`config.mk`:
```
export PLATFORM = sky130hd
export DESIGN_NAME = tpfa_regs
export DESIGN_NICKNAME = d
export VERILOG_FILES = /design/src/hdl/tpfa_pkg.sv /design/src/hdl/tpfa_regs.sv
export SDC_FILE = /design/constraint.sdc
export NUM_CORES = 1
export LEC_CHECK = 0
export BUFFER_PORTS_ARGS = -buffer_cell sky130_fd_sc_hd__buf_4
export CORE_ASPECT_RATIO = 0.6
export CORE_UTILIZATION = 45
export CTS_BUF_LIST = sky130_fd_sc_hd__clkbuf_4
export DETAILED_ROUTE_END_ITERATION = 10
export PLACE_DENSITY = 0.77
export SYNTH_ARGS = -nofsm -noshare
export SYNTH_HDL_FRONTEND = slang
export SYNTH_SLANG_ARGS = --single-unit
```
`constraint.sdc`:
```
create_clock -name clk -period 2 [get_ports clk]
set_input_delay 0.4 -clock clk [delete_from_list [all_inputs] [get_ports clk]]
set_output_delay 0.4 -clock clk [all_outputs]
set_load 0.01 [all_outputs]
```
`src/hdl/tpfa_pkg.sv`:
```
// Shared types, constants and helpers for the tabulated pair force accumulator.
`timescale 1ns / 1ps
package tpfa_pkg;

  localparam int unsigned TABLE_DEPTH_DEF = 65536;

  localparam logic OP_TABLE = 1'b0;
  localparam logic OP_PAIR  = 1'b1;

  localparam logic [47:0] CUTOFF_SQ_RST      = 48'd744163482;
  localparam logic [20:0] TABLE_STEP_RST     = 21'd105;
  localparam logic [31:0] INV_TABLE_STEP_RST = 32'd655360000;
  localparam logic [31:0] TABLE_MAX_R_RST    = 32'd6983516;

  localparam logic [4:0] SQRT_LAST = 5'd31;
  localparam logic [4:0] DIV_LAST  = 5'd30;

  localparam logic signed [47:0] SUM_MAX = 48'sh7FFF_FFFF_FFFF;
  localparam logic signed [47:0] SUM_MIN = 48'sh8000_0000_0000;

  typedef enum logic [1:0] {
    REG_CUTOFF_SQ      = 2'd0,
    REG_TABLE_STEP     = 2'd1,
    REG_INV_TABLE_STEP = 2'd2,
    REG_TABLE_MAX_R    = 2'd3
  } reg_idx_t;

  typedef enum logic [1:0] {
    LK_INTERP = 2'd0,
    LK_FIRST  = 2'd1,
    LK_ZERO   = 2'd2
  } lk_mode_t;

  typedef enum logic [3:0] {
    S_IDLE, S_SQA, S_SQB, S_CHK, S_SQRT, S_LKMUL, S_RDIDX, S_RDNXT,
    S_IP0, S_IP1, S_IP2, S_DIV, S_PX, S_PY, S_ACC, S_FIN
  } state_t;

  typedef struct packed {
    logic               opcode;
    logic [15:0]        table_index;
    logic [31:0]        table_value;
    logic signed [31:0] self_x;
    logic signed [31:0] self_y;
    logic signed [31:0] other_x;
    logic signed [31:0] other_y;
    logic               last;
  } tpfa_in_t;

  typedef struct packed {
    logic signed [47:0] force_x;
    logic signed [47:0] force_y;
    logic [15:0]        pairs_used;
  } tpfa_out_t;

  typedef struct packed {
    logic [47:0] cutoff_sq;
    logic [20:0] table_step;
    logic [31:0] inv_table_step;
    logic [31:0] table_max_r;
  } tpfa_cfg_t;

  typedef struct packed {
    logic load;
    logic sq_a;
    logic sq_b;
    logic check;
    logic sqrt_step;
    logic lk_mul;
    logic rd_idx;
    logic rd_nxt;
    logic ip0;
    logic ip1;
    logic ip2;
    logic div_step;
    logic px;
    logic py;
    logic acc;
    logic emit;
  } tpfa_cmd_t;

  typedef struct packed {
    logic in_pair;
    logic last;
    logic use_pair;
  } tpfa_sts_t;

  function automatic logic signed [47:0] sat_acc(input logic signed [47:0] s,
                                                 input logic [31:0] c,
                                                 input logic neg);
    logic signed [49:0] cs;
    logic signed [49:0] t;
    cs = neg ? -$signed({18'b0, c}) : $signed({18'b0, c});
    t  = $signed({{2{s[47]}}, s}) + cs;
    if (t[49:47] != 3'b000 && t[49:47] != 3'b111) begin
      return t[49] ? SUM_MIN : SUM_MAX;
    end
    return t[47:0];
  endfunction

endpackage

```
`src/hdl/tpfa_regs.sv`:
```
// Configuration register file behind the APB-style port.
`timescale 1ns / 1ps
module tpfa_regs (
  input  logic                clk,
  input  logic                rst_n,
  input  logic                psel,
  input  logic                penable,
  input  logic                pwrite,
  input  logic [4:0]          paddr,
  input  logic [63:0]         pwdata,
  output logic [63:0]         prdata,
  output logic                pready,
  output tpfa_pkg::tpfa_cfg_t cfg
);
  import tpfa_pkg::*;

  tpfa_cfg_t cfg_r;
  reg_idx_t  sel;
  logic      wr;

  assign sel    = reg_idx_t'(paddr[4:3]);
  assign wr     = psel && penable && pwrite;
  assign pready = 1'b1;
  assign cfg    = cfg_r;

  always_ff @(posedge clk) begin
    if (!rst_n) begin
      cfg_r.cutoff_sq      <= CUTOFF_SQ_RST;
      cfg_r.table_step     <= TABLE_STEP_RST;
      cfg_r.inv_table_step <= INV_TABLE_STEP_RST;
      cfg_r.table_max_r    <= TABLE_MAX_R_RST;
    end else if (wr) begin
      case (sel)
        REG_CUTOFF_SQ:      cfg_r.cutoff_sq      <= pwdata[47:0];
        REG_TABLE_STEP:     cfg_r.table_step     <= pwdata[20:0];
        REG_INV_TABLE_STEP: cfg_r.inv_table_step <= pwdata[31:0];
        REG_TABLE_MAX_R:    cfg_r.table_max_r    <= pwdata[31:0];
        default: ;
      endcase
    end
  end

  always_comb begin
    case (sel)
      REG_CUTOFF_SQ:      prdata = {16'b0, cfg_r.cutoff_sq};
      REG_TABLE_STEP:     prdata = {43'b0, cfg_r.table_step};
      REG_INV_TABLE_STEP: prdata = {32'b0, cfg_r.inv_table_step};
      REG_TABLE_MAX_R:    prdata = {32'b0, cfg_r.table_max_r};
      default:            prdata = '0;
    endcase
  end
endmodule

```
---- Word level (Yosys, flattened, before mapping) ----
Index checks and enable logic that the tools add are counted.
storage, ports and cells
  memories ................................ 0
  word-level logic and storage cells ...... 15
  flip-flop bits (word level) ............. 133
  output and inout bits ................... 198
  bits in read-only memories .............. 0
  bits in latches ......................... 0
  memory bits (writable) .................. 0
  input bits .............................. 74
operators by class
  eq/ne operators ......................... 3
  divide/modulo/power cells ............... 0
  bitwise gates (word level) .............. 0
  shift-type cells ........................ 0
  order comparisons ....................... 0
  multiplexer cells ....................... 1
  reductions and logical operators ........ 7
  add/sub/neg operators ................... 0
  $mul .................................... 0
operators by type and width
  cell                count
  $pmux 64 s4         1
  $reduce_and 2->1    4
  $eq 2x2->1 const B  2
  $eq 2x1->1 const B  1
  $logic_and 1x1->1   2
  $logic_not 2->1     1

---- Longest topological paths before layout ----
  depth after elaboration ................. 3
  depth in mapped cells ................... 6
  mapped depth without buffers ............ 3

---- Worst setup path before layout ----
OpenSTA, ideal clock, no wires.
  kind .................................... input to output
  from .................................... input port paddr[3]
  to ...................................... output port prdata[23]
  stages .................................. 5
  path slack .............................. 0.256 ns
  buffers on the path ..................... 3
  arrival time ............................ 1.344 ns
  data required time ...................... 1.600 ns
  cell sequence ........................... buf_4 buf_4 buf_4 mux2i_1 o21ai_0
between the ends
  cells in the longest elaborated chain, start to end .. 2
  elaborated cells on any way between the ends .. 5
  classes of those cells .................. eq/ne (3); mux (1); reduce/logical (1)
RTL lines
  what                                      line             source
  start: declaration                        tpfa_regs.sv:9   input logic [4:0] paddr,
  $eq 2x2->1, or another cell as far along  tpfa_regs.sv:44  case (sel)
  $pmux 64 s4 *                             tpfa_regs.sv:44
  end: declaration                          tpfa_regs.sv:11  output logic [63:0] prdata,
Every way passes the cells marked *; elsewhere a longest branch is shown, timed or not. The select of a mux whose other input is x is not followed.

---- Worst setup path after layout ----
  from .................................... register cfg_r, in the netlist cfg[48]
  to ...................................... output port prdata[16]
between the ends
  cells in the longest elaborated chain, start to end .. 1
RTL lines
  what                line             source
  start: declaration  tpfa_regs.sv:17  tpfa_cfg_t cfg_r;
  $pmux 64 s4         tpfa_regs.sv:44
No other way between the ends. The select of a mux whose other input is x is not followed.

==> out/summary.txt <==
run status: finished, final reports clean
CTS buffer count: 17
PD cells: 653 nW/um2
critical path cell sequence: mux4_2 -> buf_4
net switching power: 1.44 mW
Starting Density: 46.5%
Comb power frac: 11.9%
largest fanout on the critical path: 3
Max-cap violations: 0
FF-to-FF Start: cfg[105]
Unique masters post-synth: 28
EDFF count, synth: 0
CP max-delay cell: mux4_2
cells after synthesis: 629
Worst EP required: 1600 ps
Worst setup EP type: output port
peak supply drop: 0.359 mV
Post-synth top flop: dfxtp_1
share of cells above drive strength 1: 37.7%
Avg Cell Area, Syn: 9.57 um2
P_int: 4.02 mW
chip width: 151 um
number of flip-flops under the largest register name: 133
CTS tree: built
initial antenna violation count: 0
final worst-path cycle share: 96.8%
post-DR wirelength/cell: 17.4 um
IO Pins: 272
GRT Util Overall: 26.0%
CP Buf/Inv Count: 1
CP delay by family, top: multiplexers
FMAX: 517 MHz
Worst Hold Launch: pwdata[42]
Simple-Gate Fraction of Synth Area: 14.7%
part of the power in registers: 49.8%
most common cell after layout, fill and taps aside: buf_4
CTS max path bufs: 2
sequential fraction of the synthesis area: 44.3%
RD Place Congestion: 0.833
Core Area: 12900 um2
worst clock skew: 0 ps
Root Driver: clkbuf_4
diode count: 0
# port buffers: 235
Post-Synth Adder-Cell Area: 0%
drt first pass iters: 5
Async SR Flop Fraction: 0%
DRC viols: 0
setup tns final: 0 ps
Clk network pwr share: 38.2%
Rows: 32
post-synth design cell area: 6020 um2
fillers: 1038
Final Hold Fails: 0
cell total after placement: 1006
Critical Path Source: cfg[48]
clock transition at the registers of the reported paths: 130 ps
clock sink total: 133
area grow syn2layout: 39.0%
clk_lat worst skew: 520 ps
Post-Layout Cell Count: 1039
largest net degree at the start of global routing: 67
CP arrival: 1540 ps
total global routing overflow: 0
Synth Area in Compound Gates: 6.78%
Min Hold Slack: 119 ps
vias in the first global route: 5378
Final #Nets: 930
peak per-stage delay on the critical path: 480 ps
main combinational cell family by area after synthesis: multiplexers
Sw Ratio: 26.3%
vias per cell: 5.25
register bit total from synthesis: 133
hold buffer count at CTS: 0
Final ANT Viol Nets: 0
Final HPWL DP: 13.0 mm
global-route wire length before repair: 27.8 mm
full die area: 13900 um2
Total Power: 5.46 mW
critical setup path kind: register to output port
Final min period: 1940 ps
CP startpoint kind: register
endpoints failing setup: 0
# H-tree levels: 4
mux contribution to synthesized area: 26.5%
Worst Hold Class: input port to register
P_leak: 3.95 nW
initial DRC count: 275
die height: 91.6 um
WL final: 18.0 mm
most frequent cells in the layout: 246 x buf_4, 157 x nand2_1, 123 x dfxtp_1, 112 x mux2i_1, 34 x o21ai_0
Ys Warns: 0
XOR/XNOR Fraction of Synth Area: 0%
final slew viol count: 0
Via Count: 5451
## stage by stage
stage	cell area [um2]	util, %	worst slack (ps)
2_1_floorplan	6070	-	256
3_3_place_gp	8000	61.9	176
3_5_place_dp	8000	61.9	141
4_1_cts	8340	64.5	14.4
5_1_grt	8360	64.7	-8.45
6_report	8360	64.7	64.2
## worst reg2reg max path, cell delays in order, from the launching register on
cell      delay, ps
dfxtp_1         350
nand2b_1        150
a21oi_1         130
a21oi_1          60
## cell families (layout without fill, tap and decap cells)
kind of cell,after synthesis,in the layout
buffers and inverters,88,313
multiplexers,133,133
AO/OA/AOI/OAI,69,69
other,2,17
flip-flops,133,133
AND/OR/NAND/NOR,204,204
## power by group through the flow
stage                     Clock (mW)  Sequential (mW)  Combinational (mW)
final                           2.09             2.72               0.651
after global routing            2.24             2.73               0.699
after CTS                       2.12             2.72               0.648
after detailed placement           0             2.78               0.646
after global placement             0             2.78               0.627
after floorplan                    0             2.79               0.337
## routing by layer
| layer | vias up | routed length, um | global-route usage, % |
|---|---|---|---|
| met5 | - | 0 | 0 |
| met4 | 0 | 170 | 8.08 |
| met3 | 19 | 1460 | 7.04 |
| met2 | 238 | 8600 | 41.6 |
| met1 | 2637 | 7800 | 33.9 |
| li1 | 2557 | - | - |
## path summary, 6_finish.rpt
check	end	slack [ps]	depth (start not counted)
setup reg to reg	cfg[105]	1200	3
setup / recovery	prdata[16]	60	2
hold / removal	cfg[127]	120	3
hold reg to reg	cfg[120]	480	2
## cells in the mapped netlist (6+ instances only)
| library cell | number | share of area, % |
|---|---|---|
| dfxtp_1 | 133 | 44 |
| o21ai_0 | 34 | 2.8 |
| nand3_1 | 6 | 0.50 |
| a21oi_1 | 12 | 1.0 |
| clkbuf_1 | 29 | 1.8 |
| nor2b_1 | 6 | 0.62 |
| nand2_1 | 157 | 9.8 |
| mux4_2 | 21 | 7.9 |
| inv_1 | 21 | 1.3 |
| and3_1 | 7 | 0.73 |
| and2_1 | 16 | 1.7 |
| mux2i_1 | 112 | 19 |
| o211ai_1 | 19 | 2.4 |
| buf_4 | 25 | 3.1 |
## final cells by class
| cell class | instances | area (um2) | area share (%) |
|---|---|---|---|
| Inverter | 22 | 85.1 | 1.02 |
| Timing Repair Buffer | 259 | 2090 | 25.0 |
| Sequential cell | 133 | 2680 | 32.0 |
| Multi-Input combinational cell | 423 | 2970 | 35.5 |
| Clock buffer | 18 | 135 | 1.62 |
| Clock inverter | 14 | 198 | 2.36 |
| Tap cell | 170 | 213 | 2.54 |
## repair_timing
item	in CTS	in global routing
setup buffers	0	1
resized for setup	0	12
hold endpoints to repair	0	0
setup endpoints to repair	0	6
(Power assumes the default switching activity.)
