<file path="config.mk">
export PLATFORM = sky130hd
export DESIGN_NAME = tpfa_ctrl
export DESIGN_NICKNAME = d
export VERILOG_FILES = /design/src/hdl/tpfa_pkg.sv /design/src/hdl/tpfa_ctrl.sv
export SDC_FILE = /design/constraint.sdc
export NUM_CORES = 1
export LEC_CHECK = 0
export ABC_AREA = 1
export BUFFER_PORTS_ARGS = -buffer_cell sky130_fd_sc_hd__buf_2
export CORE_MARGIN = 5
export CORE_UTILIZATION = 35
export CTS_CLUSTER_SIZE = 8
export DETAILED_ROUTE_END_ITERATION = 10
export GPL_TIMING_DRIVEN = 0
export PLACE_DENSITY = 0.66
export RECOVER_POWER = 100
export SLEW_MARGIN = 30
export SYNTH_ARGS = -nofsm -noshare
export SYNTH_HDL_FRONTEND = slang
export SYNTH_SLANG_ARGS = --single-unit
</file>
<file path="constraint.sdc">
create_clock -name clk -period 1.2 [get_ports clk]
set_input_delay 0.12 -clock clk [delete_from_list [all_inputs] [get_ports clk]]
set_output_delay 0.12 -clock clk [all_outputs]
set_load 0.02 [all_outputs]
</file>
<file path="src/hdl/tpfa_pkg.sv">
// Shared types, constants and helpers for the tabulated pair force accumulator.
`timescale 1ns / 1ps
package tpfa_pkg;

  localparam int unsigned TABLE_DEPTH_DEF = 65536;

  localparam logic OP_TABLE = 1'b0;
  localparam logic OP_PAIR  = 1'b1;

  localparam logic [47:0] CUTOFF_SQ_RST      = 48'd744163482;
  localparam logic [20:0] TABLE_STEP_RST     = 21'd105;
  localparam logic [31:0] INV_TABLE_STEP_RST = 32'd655360000;
  localparam logic [31:0] TABLE_MAX_R_RST    = 32'd6983516;

  localparam logic [4:0] SQRT_LAST = 5'd31;
  localparam logic [4:0] DIV_LAST  = 5'd30;

  localparam logic signed [47:0] SUM_MAX = 48'sh7FFF_FFFF_FFFF;
  localparam logic signed [47:0] SUM_MIN = 48'sh8000_0000_0000;

  typedef enum logic [1:0] {
    REG_CUTOFF_SQ      = 2'd0,
    REG_TABLE_STEP     = 2'd1,
    REG_INV_TABLE_STEP = 2'd2,
    REG_TABLE_MAX_R    = 2'd3
  } reg_idx_t;

  typedef enum logic [1:0] {
    LK_INTERP = 2'd0,
    LK_FIRST  = 2'd1,
    LK_ZERO   = 2'd2
  } lk_mode_t;

  typedef enum logic [3:0] {
    S_IDLE, S_SQA, S_SQB, S_CHK, S_SQRT, S_LKMUL, S_RDIDX, S_RDNXT,
    S_IP0, S_IP1, S_IP2, S_DIV, S_PX, S_PY, S_ACC, S_FIN
  } state_t;

  typedef struct packed {
    logic               opcode;
    logic [15:0]        table_index;
    logic [31:0]        table_value;
    logic signed [31:0] self_x;
    logic signed [31:0] self_y;
    logic signed [31:0] other_x;
    logic signed [31:0] other_y;
    logic               last;
  } tpfa_in_t;

  typedef struct packed {
    logic signed [47:0] force_x;
    logic signed [47:0] force_y;
    logic [15:0]        pairs_used;
  } tpfa_out_t;

  typedef struct packed {
    logic [47:0] cutoff_sq;
    logic [20:0] table_step;
    logic [31:0] inv_table_step;
    logic [31:0] table_max_r;
  } tpfa_cfg_t;

  typedef struct packed {
    logic load;
    logic sq_a;
    logic sq_b;
    logic check;
    logic sqrt_step;
    logic lk_mul;
    logic rd_idx;
    logic rd_nxt;
    logic ip0;
    logic ip1;
    logic ip2;
    logic div_step;
    logic px;
    logic py;
    logic acc;
    logic emit;
  } tpfa_cmd_t;

  typedef struct packed {
    logic in_pair;
    logic last;
    logic use_pair;
  } tpfa_sts_t;

  function automatic logic signed [47:0] sat_acc(input logic signed [47:0] s,
                                                 input logic [31:0] c,
                                                 input logic neg);
    logic signed [49:0] cs;
    logic signed [49:0] t;
    cs = neg ? -$signed({18'b0, c}) : $signed({18'b0, c});
    t  = $signed({{2{s[47]}}, s}) + cs;
    if (t[49:47] != 3'b000 && t[49:47] != 3'b111) begin
      return t[49] ? SUM_MIN : SUM_MAX;
    end
    return t[47:0];
  endfunction

endpackage

</file>
<file path="src/hdl/tpfa_ctrl.sv">
// Sequencing state machine for table writes and pair items.
`timescale 1ns / 1ps
module tpfa_ctrl (
  input  logic                clk,
  input  logic                rst_n,
  input  logic                in_valid,
  output logic                in_stall,
  output logic                out_valid,
  input  logic                out_stall,
  input  tpfa_pkg::tpfa_sts_t sts,
  output tpfa_pkg::tpfa_cmd_t cmd
);
  import tpfa_pkg::*;

  state_t     state_r, state_nxt;
  logic [4:0] cnt_r, cnt_nxt;
  logic       out_valid_r, out_valid_nxt;

  always_ff @(posedge clk) begin
    if (!rst_n) begin
      state_r     <= S_IDLE;
      cnt_r       <= '0;
      out_valid_r <= 1'b0;
    end else begin
      state_r     <= state_nxt;
      cnt_r       <= cnt_nxt;
      out_valid_r <= out_valid_nxt;
    end
  end

  assign in_stall  = (state_r != S_IDLE);
  assign out_valid = out_valid_r;

  always_comb begin
    state_nxt     = state_r;
    cnt_nxt       = cnt_r;
    out_valid_nxt = out_valid_r && out_stall;
    cmd           = '0;
    case (state_r)
      S_IDLE: begin
        if (in_valid) begin
          cmd.load = 1'b1;
          if (sts.in_pair) state_nxt = S_SQA;
        end
      end
      S_SQA: begin
        cmd.sq_a  = 1'b1;
        state_nxt = S_SQB;
      end
      S_SQB: begin
        cmd.sq_b  = 1'b1;
        state_nxt = S_CHK;
      end
      S_CHK: begin
        cmd.check = 1'b1;
        cnt_nxt   = SQRT_LAST;
        state_nxt = sts.use_pair ? S_SQRT : S_FIN;
      end
      S_SQRT: begin
        cmd.sqrt_step = 1'b1;
        cnt_nxt       = cnt_r - 5'd1;
        if (cnt_r == '0) state_nxt = S_LKMUL;
      end
      S_LKMUL: begin
        cmd.lk_mul = 1'b1;
        state_nxt  = S_RDIDX;
      end
      S_RDIDX: begin
        cmd.rd_idx = 1'b1;
        state_nxt  = S_RDNXT;
      end
      S_RDNXT: begin
        cmd.rd_nxt = 1'b1;
        state_nxt  = S_IP0;
      end
      S_IP0: begin
        cmd.ip0   = 1'b1;
        state_nxt = S_IP1;
      end
      S_IP1: begin
        cmd.ip1   = 1'b1;
        state_nxt = S_IP2;
      end
      S_IP2: begin
        cmd.ip2   = 1'b1;
        cnt_nxt   = DIV_LAST;
        state_nxt = S_DIV;
      end
      S_DIV: begin
        cmd.div_step = 1'b1;
        cnt_nxt      = cnt_r - 5'd1;
        if (cnt_r == '0) state_nxt = S_PX;
      end
      S_PX: begin
        cmd.px    = 1'b1;
        state_nxt = S_PY;
      end
      S_PY: begin
        cmd.py    = 1'b1;
        state_nxt = S_ACC;
      end
      S_ACC: begin
        cmd.acc   = 1'b1;
        state_nxt = S_FIN;
      end
      S_FIN: begin
        if (!sts.last) begin
          state_nxt = S_IDLE;
        end else if (!(out_valid_r && out_stall)) begin
          cmd.emit      = 1'b1;
          out_valid_nxt = 1'b1;
          state_nxt     = S_IDLE;
        end
      end
      default: state_nxt = S_IDLE;
    endcase
  end
endmodule

</file>
# [Word-level counts from Yosys, hierarchy flattened]
# Cells that the tools add are included.
[word_totals] reg_bits=10 inputBits=7 word_cells=61
[classes] add_sub_neg=1 eq_ne=20 n_mux=30 reduce_logical=7
[op_table] cell="one-hot mux 4 bit (16 select lines)" count=1
[op_table] cell="equality test 4 bit (second input constant)" count=8
[op_table] cell="2-to-1 mux 4 bit" count=7
[op_table] cell="2-to-1 mux 1 bit" count=21
[op_table] cell="equality test 4 x 3 -> 1 bit (second input constant)" count=4
[op_table] cell="one-hot mux 5 bit (3 select lines)" count=1
[op_table] cell="equality test 4 x 2 -> 1 bit (second input constant)" count=2
[op_table] cell="!= test 2 bit (second input constant)" count=4
[op_table] cell="logical NOT 5 bit" count=1
[op_table] cell="AND reduction 5 bit" count=1
[op_table] cell="subtractor 5 x 1 -> 5 bit (second input constant)" count=1
[op_table] cell="equality test 4 x 1 -> 1 bit (second input constant)" count=1
[op_table] cell="logical NOT 4 bit" count=1
[op_table] cell="nonzero test 4 bit" count=1
[op_table] cell="!= test 3 bit (second input constant)" count=1
[op_table] cell="nonzero test 3 bit" count=1
[op_table] cell="OR reduction 2 bit" count=1
[op_table] cell="logical AND 1 bit" count=1

# [Longest topological paths before layout]
# Gate-level depths: netlist of run 1.
[logic_depth] depth_word=4 ltp_mapped=8 ltp_nobuf=8

# [Least setup slack after synthesis of run 1]
# Ideal clock, no wire load.
[synth_timing] path_kind="register to register" start="register state_r[3]" end="register cnt_r[3]" setup_ns=0.120 t_arrival_ns=1.118 path_slack_ns=-0.038 stages_incl_launch_ff=8 path_buffers=0 period_less_slack_ns=1.238 path_cell_list="dfxtp_1 > nand2_2 > nor2_2 > inv_2 > nand3_4 > inv_2 > nand2_1 > a21oi_1"
[synth_via] elab_chain_len=3 elab_cells_between_ends=7 classes_between="eq/ne: 4; mux: 1; reduce/logical: 2"
[synth_lines] item="from (decl)" line_no="tpfa_ctrl.sv:15" text="state_t state_r, state_nxt;"
[synth_lines] item="from (signal assigned)" line_no="tpfa_ctrl.sv:25" text="state_r <= state_nxt;"
[synth_lines] item="equality test 4 bit / equality test 4 x 3 -> 1 bit (equally long branches)" line_no="tpfa_ctrl.sv:39" text="case (state_r)"
[synth_lines] item="OR reduction 2 bit (no source line)"
[synth_lines] item="one-hot mux 5 bit (3 select lines) / nonzero test 3 bit (equally long branches)"
[synth_lines] item="to (signal assigned)" line_no="tpfa_ctrl.sv:26" text="cnt_r <= cnt_nxt;"
[synth_lines] item="to (decl)" line_no="tpfa_ctrl.sv:16" text="logic [4:0] cnt_r, cnt_nxt;"
# Several ways; a longest one is shown, not always the timed one.
# A chain may end at the register's enable or synchronous reset.

==> results of run 1 <==
power breakdown:
group,internal [mW],switching (mW)
Combinational,0.863,1.27
Sequential,0.509,0.220
Clock,0.184,0.116
Total,1.56,1.61
layer usage:
metal  part of all wire (%)  vias to the layer above
met5                      0                        -
met4                    1.9                        0
met3                    6.2                        5
met2                     54                       24
met1                     38                      388
li1                       -                      451
through the flow:
| step | utilization [%] | area (um^2) |
|---|---|---|
| floorplan | - | 752 |
| CTS | 53.8 | 1080 |
| detailed placement | 45.3 | 906 |
| global route | 59.9 | 1200 |
| global placement | 45.3 | 906 |
| finish | 59.9 | 1200 |
state kept, by name (all words and copies together) (netlist names):
name	flops
state_r	4
out_valid	1
cnt_r	5
worst paths after layout:
kind                                start                      end  slack (ps)  depth (start not counted)
setup / recovery  state_r[2]$_SDFFE_PN0P_                  cmd[15]        -110                          6
hold / removal                      rst_n    cnt_r[0]$_SDFFE_PN0P_          90                          3
setup reg to reg  state_r[2]$_SDFFE_PN0P_  state_r[0]$_SDFFE_PN0P_         -40                          8
hold reg to reg     cnt_r[4]$_SDFFE_PN0P_    cnt_r[4]$_SDFFE_PN0P_         480                          2
placed cells by master (no fill, tap or decap), drive strengths merged, types with 2 or more instances in the layout:
cell | synthesis | layout
a21oi | 11 | 11
inv | 19 | 19
clkbuf | 0 | 5
nand4 | 2 | 2
o21ai | 4 | 4
buf | 0 | 27
dfxtp | 10 | 10
nand2 | 36 | 36
nor2 | 24 | 24
ha | 2 | 2
nand3 | 11 | 11
worst register-to-register path, delay by kind of cell (launching register included):
family | cells | cell delay [ps]
and+or+nand+nor | 5 | 470
buffers and inverters | 2 | 180
AOI/OAI and AO/OA | 1 | 130
DFF | 1 | 370
cell type report:
class	count	share of cell area [%]
Clock buffer	4	3.03
Inverter	20	7.52
Multi-Input combinational cell	92	49.9
Sequential cell	10	18.0
Tap cell	27	2.82
Timing Repair Buffer	28	18.8
repair_timing:
action	in CTS	in global routing
buffers inserted	1	3
setup endpoints to repair	26	26
gates resized for setup	47	27
pin swaps	4	5
logic make-up (layout without fill, tap and decap cells):
family	after synthesis	in the layout	synth area share, %
flip-flops	10	10	26.9
XOR/XNOR	1	1	1.18
buffers and inverters	20	52	10.1
AND/OR/NAND/NOR	73	73	47.4
AO/OA/AOI/OAI	16	16	11.1
adder cells (fa/ha/maj)	2	2	3.36
==> impl_metrics.json, run 1 <==
{
  "nNetsFinal": 164,
  "end_kind": "output port",
  "portBuffers": 24,
  "slew_viol_final": 0,
  "postRouteAntennaNets": 0,
  "drive_above_1_share_pct": 49.4,
  "core_area_um2": 2000,
  "ys_types": 19,
  "violations": "setup timing",
  "timing.final.ws_setup_ps": -108,
  "ys_seq_area_share_pct": 26.9,
  "post-place-cells": 173,
  "hpwlAfterDp_mm": 1.47,
  "critPathKind": "reg2out",
  "cts_hold_buffers": 0,
  "ys_ff_latch": 10,
  "maxCapViolCount": 0,
  "synth.net_count": 131,
  "critPathSlowestCell": "dfxtp_4",
  "htreeDepth": 1,
  "ys_warn_count": 0,
  "track_usage_pct": 13.2,
  "dr.pass1.iters": 4,
  "cts_buffer_depth": 2,
  "first_global_vias": 778,
  "syn_avg_cell_area_um2": 6.10,
  "overflow": 0,
  "crit_family": "flip-flops",
  "hp-class": "in2reg",
  "cts_buffers": 3,
  "die_h_um": 56.1,
  "crit_path_start_kind": "flop",
  "gp_congestion": 0.845,
  "clock_latency_ps": 270,
  "rsz0062_at_grt": "true",
  "cts_tree": "yes",
  "path_buf_inv": 3,
  "ys_top_cells_by_area": "dfxtp_1, nand2_1, nor2_1, a21oi_1, inv_1",
  "p_total_mw": 3.17,
  "skew_ps": 1.40,
  "synth_edf_count": 0,
  "slowest_delay_ps": 370,
  "seq_area_um2": 215,
  "grt_pass1_wl_mm": 3.42,
  "multi_input_area_um2": 598,
  "met3_usage_pct": 3.25,
  "num-fill-cells": 192,
  "final.setup.tns_ps": -772,
  "io_pins": 25,
  "path_clk_slew_ps": 60,
  "required_ps": 1080,
  "wl_per_cell_um": 11.6,
  "setup_viol": 21,
  "path_max_fanout": 6,
  "synth_area_leader_cell": "dfxtp_1",
  "diodes": 0,
  "vdd_drop_max_uv": 1770,
  "drc_errors": 0,
  "synth.most_common_cell": "nand2_1",
  "final_cell_count_no_fill": 181,
  "clock_sinks": 10,
  "synth_ff_type": "dfxtp_1",
  "fmax_ghz": 0.764,
  "tightest_slew_ps": 246,
  "holdWs_ps": 86.7,
  "slew_headroom_pct": 83.5,
  "num_vias": 868,
  "die_area_um2": 3150,
  "die_width_um": 56.1,
  "syn_to_final_growth_pct": 61.0,
  "cts-root-buf": "clkbuf_4",
  "met2_usage_pct": 22.9,
  "finalCriticalPeriod_ps": 1310,
  "status": "finished, violations left",
  "power.leakage_nw": 0.555,
  "cp.arrival_ps": 1190,
  "crit_chain": "nor2_4 > inv_2 > nor2_4 > inv_2 > nor2_2 > buf_6",
  "netlist_instances": 122,
  "synth_top_area_share_pct": 26.9,
  "grt_max_degree": 10,
  "drt-total-wl_mm": 2.10,
  "final_hold_viol_count": 0,
  "ys_top_cells_by_count": "nand2_1, nor2_1, inv_1",
  "start_util_pct": 37.2,
  "dp_slack_ps": -74.9,
  "finalCritPeriodShare_pct": 109,
  "drt_iter0_markers": 11,
  "grt-busiest-layer": "met2",
  "num_rows": 16,
  "met1_usage_pct": 15.1,
  "synthesis.area_um2": 744,
  "antenna_found_initial": 0,
  "synthArstFlopShare_pct": 0,
  "viasPerCell": 4.80,
  "power_density_nw_per_um2": 2640
}
Power figures use the tool's default switching activity.
==> inputs of run 2 (changes only) <==
--- a/config.mk
+++ b/config.mk
@@ -12,8 +12,9 @@
 export CTS_CLUSTER_SIZE = 8
 export DETAILED_ROUTE_END_ITERATION = 10
 export GPL_TIMING_DRIVEN = 0
-export PLACE_DENSITY = 0.66
+export PLACE_DENSITY = 0.64
 export RECOVER_POWER = 100
+export SKIP_LAST_GASP = 1
 export SLEW_MARGIN = 30
 export SYNTH_ARGS = -nofsm -noshare
 export SYNTH_HDL_FRONTEND = slang
==> constraint.sdc (replaced) <==
create_clock -name clk -period 1.4 [get_ports clk]
set_input_delay 0.14 -clock clk [delete_from_list [all_inputs] [get_ports clk]]
set_output_delay 0.14 -clock clk [all_outputs]
set_load 0.02 [all_outputs]
==> impl_metrics.json, run 2 (synthesized netlist as in run 1, its figures left out) <==
{
  "pwr-share-seq_pct": 25.9,
  "cts_tree": "yes",
  "p_total_mw": 2.16,
  "first_global_vias": 731,
  "drt_iter0_markers": 17,
  "largest-register": "cnt_r",
  "dp_slack_ps": 102,
  "die_area_um2": 3150,
  "rsz0062_at_grt": "true",
  "largest_reg_flops": 5,
  "finalCriticalPeriod_ps": 1380,
  "cts_hold_buffers": 0,
  "track_usage_pct": 11.6,
  "wl_per_cell_um": 10.8,
  "portBuffers": 24,
  "p_sw_mw": 1.12,
  "timing.final.ws_setup_ps": 23.7,
  "die_h_um": 56.1,
  "final.setup.tns_ps": 0,
  "path_clk_slew_ps": 60,
  "viasPerCell": 4.84,
  "diodes": 0,
  "drc_errors": 0,
  "cts-root-buf": "clkbuf_4",
  "fin_util_pct": 46.8,
  "slew_viol_final": 0,
  "fmax_ghz": 0.727,
  "final_hold_viol_count": 0,
  "die_width_um": 56.1,
  "power.leakage_nw": 0.462,
  "grt_max_degree": 10,
  "cts_buffer_depth": 2,
  "start_util_pct": 37.2,
  "path_max_fanout": 5,
  "crit_path_start_kind": "flop",
  "vdd_drop_max_uv": 919,
  "tightest_slew_ps": 271,
  "syn_to_final_growth_pct": 25.7,
  "slew_headroom_pct": 81.8,
  "io_pins": 25,
  "p_comb_share_pct": 61.9,
  "grt_pass1_wl_mm": 3.00,
  "required_ps": 1260,
  "cp.arrival_ps": 1240,
  "maxCapViolCount": 0,
  "core_area_um2": 2000,
  "hold_depth": 3,
  "postRouteAntennaNets": 0,
  "overflow": 0,
  "drt-total-wl_mm": 1.91,
  "status": "finished, final reports clean",
  "skew_ps": 0.365,
  "num_vias": 856,
  "r2r_cells": 8,
  "clock_latency_ps": 270,
  "swShare_pct": 51.6,
  "htreeDepth": 1,
  "power_density_nw_per_um2": 2310,
  "drive_above_1_share_pct": 34.0,
  "num_rows": 16,
  "gp_congestion": 0.829,
  "nNetsFinal": 160,
  "mostFrequentLayoutCell": "nand2_1",
  "hpwlAfterDp_mm": 1.56,
  "antenna_found_initial": 0,
  "end_kind": "output port",
  "setup_viol": 0,
  "clock_sinks": 10,
  "share_clk_of_total_power_pct": 12.2,
  "finalCritPeriodShare_pct": 98.3,
  "cts_buffers": 3,
  "hp-class": "in2reg",
  "dr.pass1.iters": 5,
  "critPathKind": "reg2out",
  "p_int_mw": 1.05,
  "final_cell_mix": "nand2_1, nor2_1, inv_1, nand3_1, a21oi_1"
}
-- run 2: cell types whose count changed in the layout (fill, tap and decap cells not counted), moves of 5 or more --
cell,change
buf_4,-10
buf_6,-9
clkbuf_1,+5
clkbuf_2,+8
nand2_1,+5
nor2_2,+5
nor2_4,-8
-- run 2: final timing paths --
kind                                               from                     to  slack [ps]
worst min register to register    cnt_r[4]$_SDFFE_PN0P_  cnt_r[4]$_SDFFE_PN0P_         490
worst max register to register  state_r[0]$_SDFFE_PN0P_  cnt_r[3]$_SDFFE_PN0P_          90
worst min-delay path                              rst_n  cnt_r[0]$_SDFFE_PN0P_         120
worst max-delay path            state_r[3]$_SDFFE_PN0P_                cmd[15]          20
-- run 2: metal layers --
metal  wire length, um  vias up  GRT usage [%]
li1                  -      440              -
met1               777      388           12.7
met2               976       28           19.9
met3               152        0           3.02
met4                 0        0           7.12
met5                 0        -              0
-- run 2: layout make-up --
type | instances | area, um^2
Timing Repair Buffer | 24 | 118
Clock buffer | 4 | 36.3
Sequential cell | 10 | 208
Fill cell | 229 | 1070
Multi-Input combinational cell | 92 | 463
Inverter | 20 | 77.6
Tap cell | 27 | 33.8
-- run 2: what timing repair did --
action	4_1_cts	5_1_grt
cloned	0	0
buffers inserted	0	0
setup endpoints to repair	4	8
gates resized for setup	7	7
-- run 2: metrics by stage --
step	hold slack, ps	instance area, um^2	cells
finish	115	936	177
global route	112	936	177
CTS	99.6	947	177
detailed placement	393	898	173
global placement	384	898	173
floorplan	263	744	122
-- run 2: critical path, cell delays in order (launching register included) --
cell and delay, ps:
dfxtp_2 360, nor2_2 150, inv_2 70, nor2_2 100, inv_1 60, nor2_1 80
buf_4 150
-- run 2: power by group through the flow --
stage	combinational [mW]	sequential [mW]	clock, mW
after floorplan	1.04	0.513	0
after global placement	1.29	0.532	0
after detailed placement	1.33	0.539	0
after CTS	1.36	0.548	0.274
after global routing	1.50	0.581	0.287
final	1.34	0.561	0.263
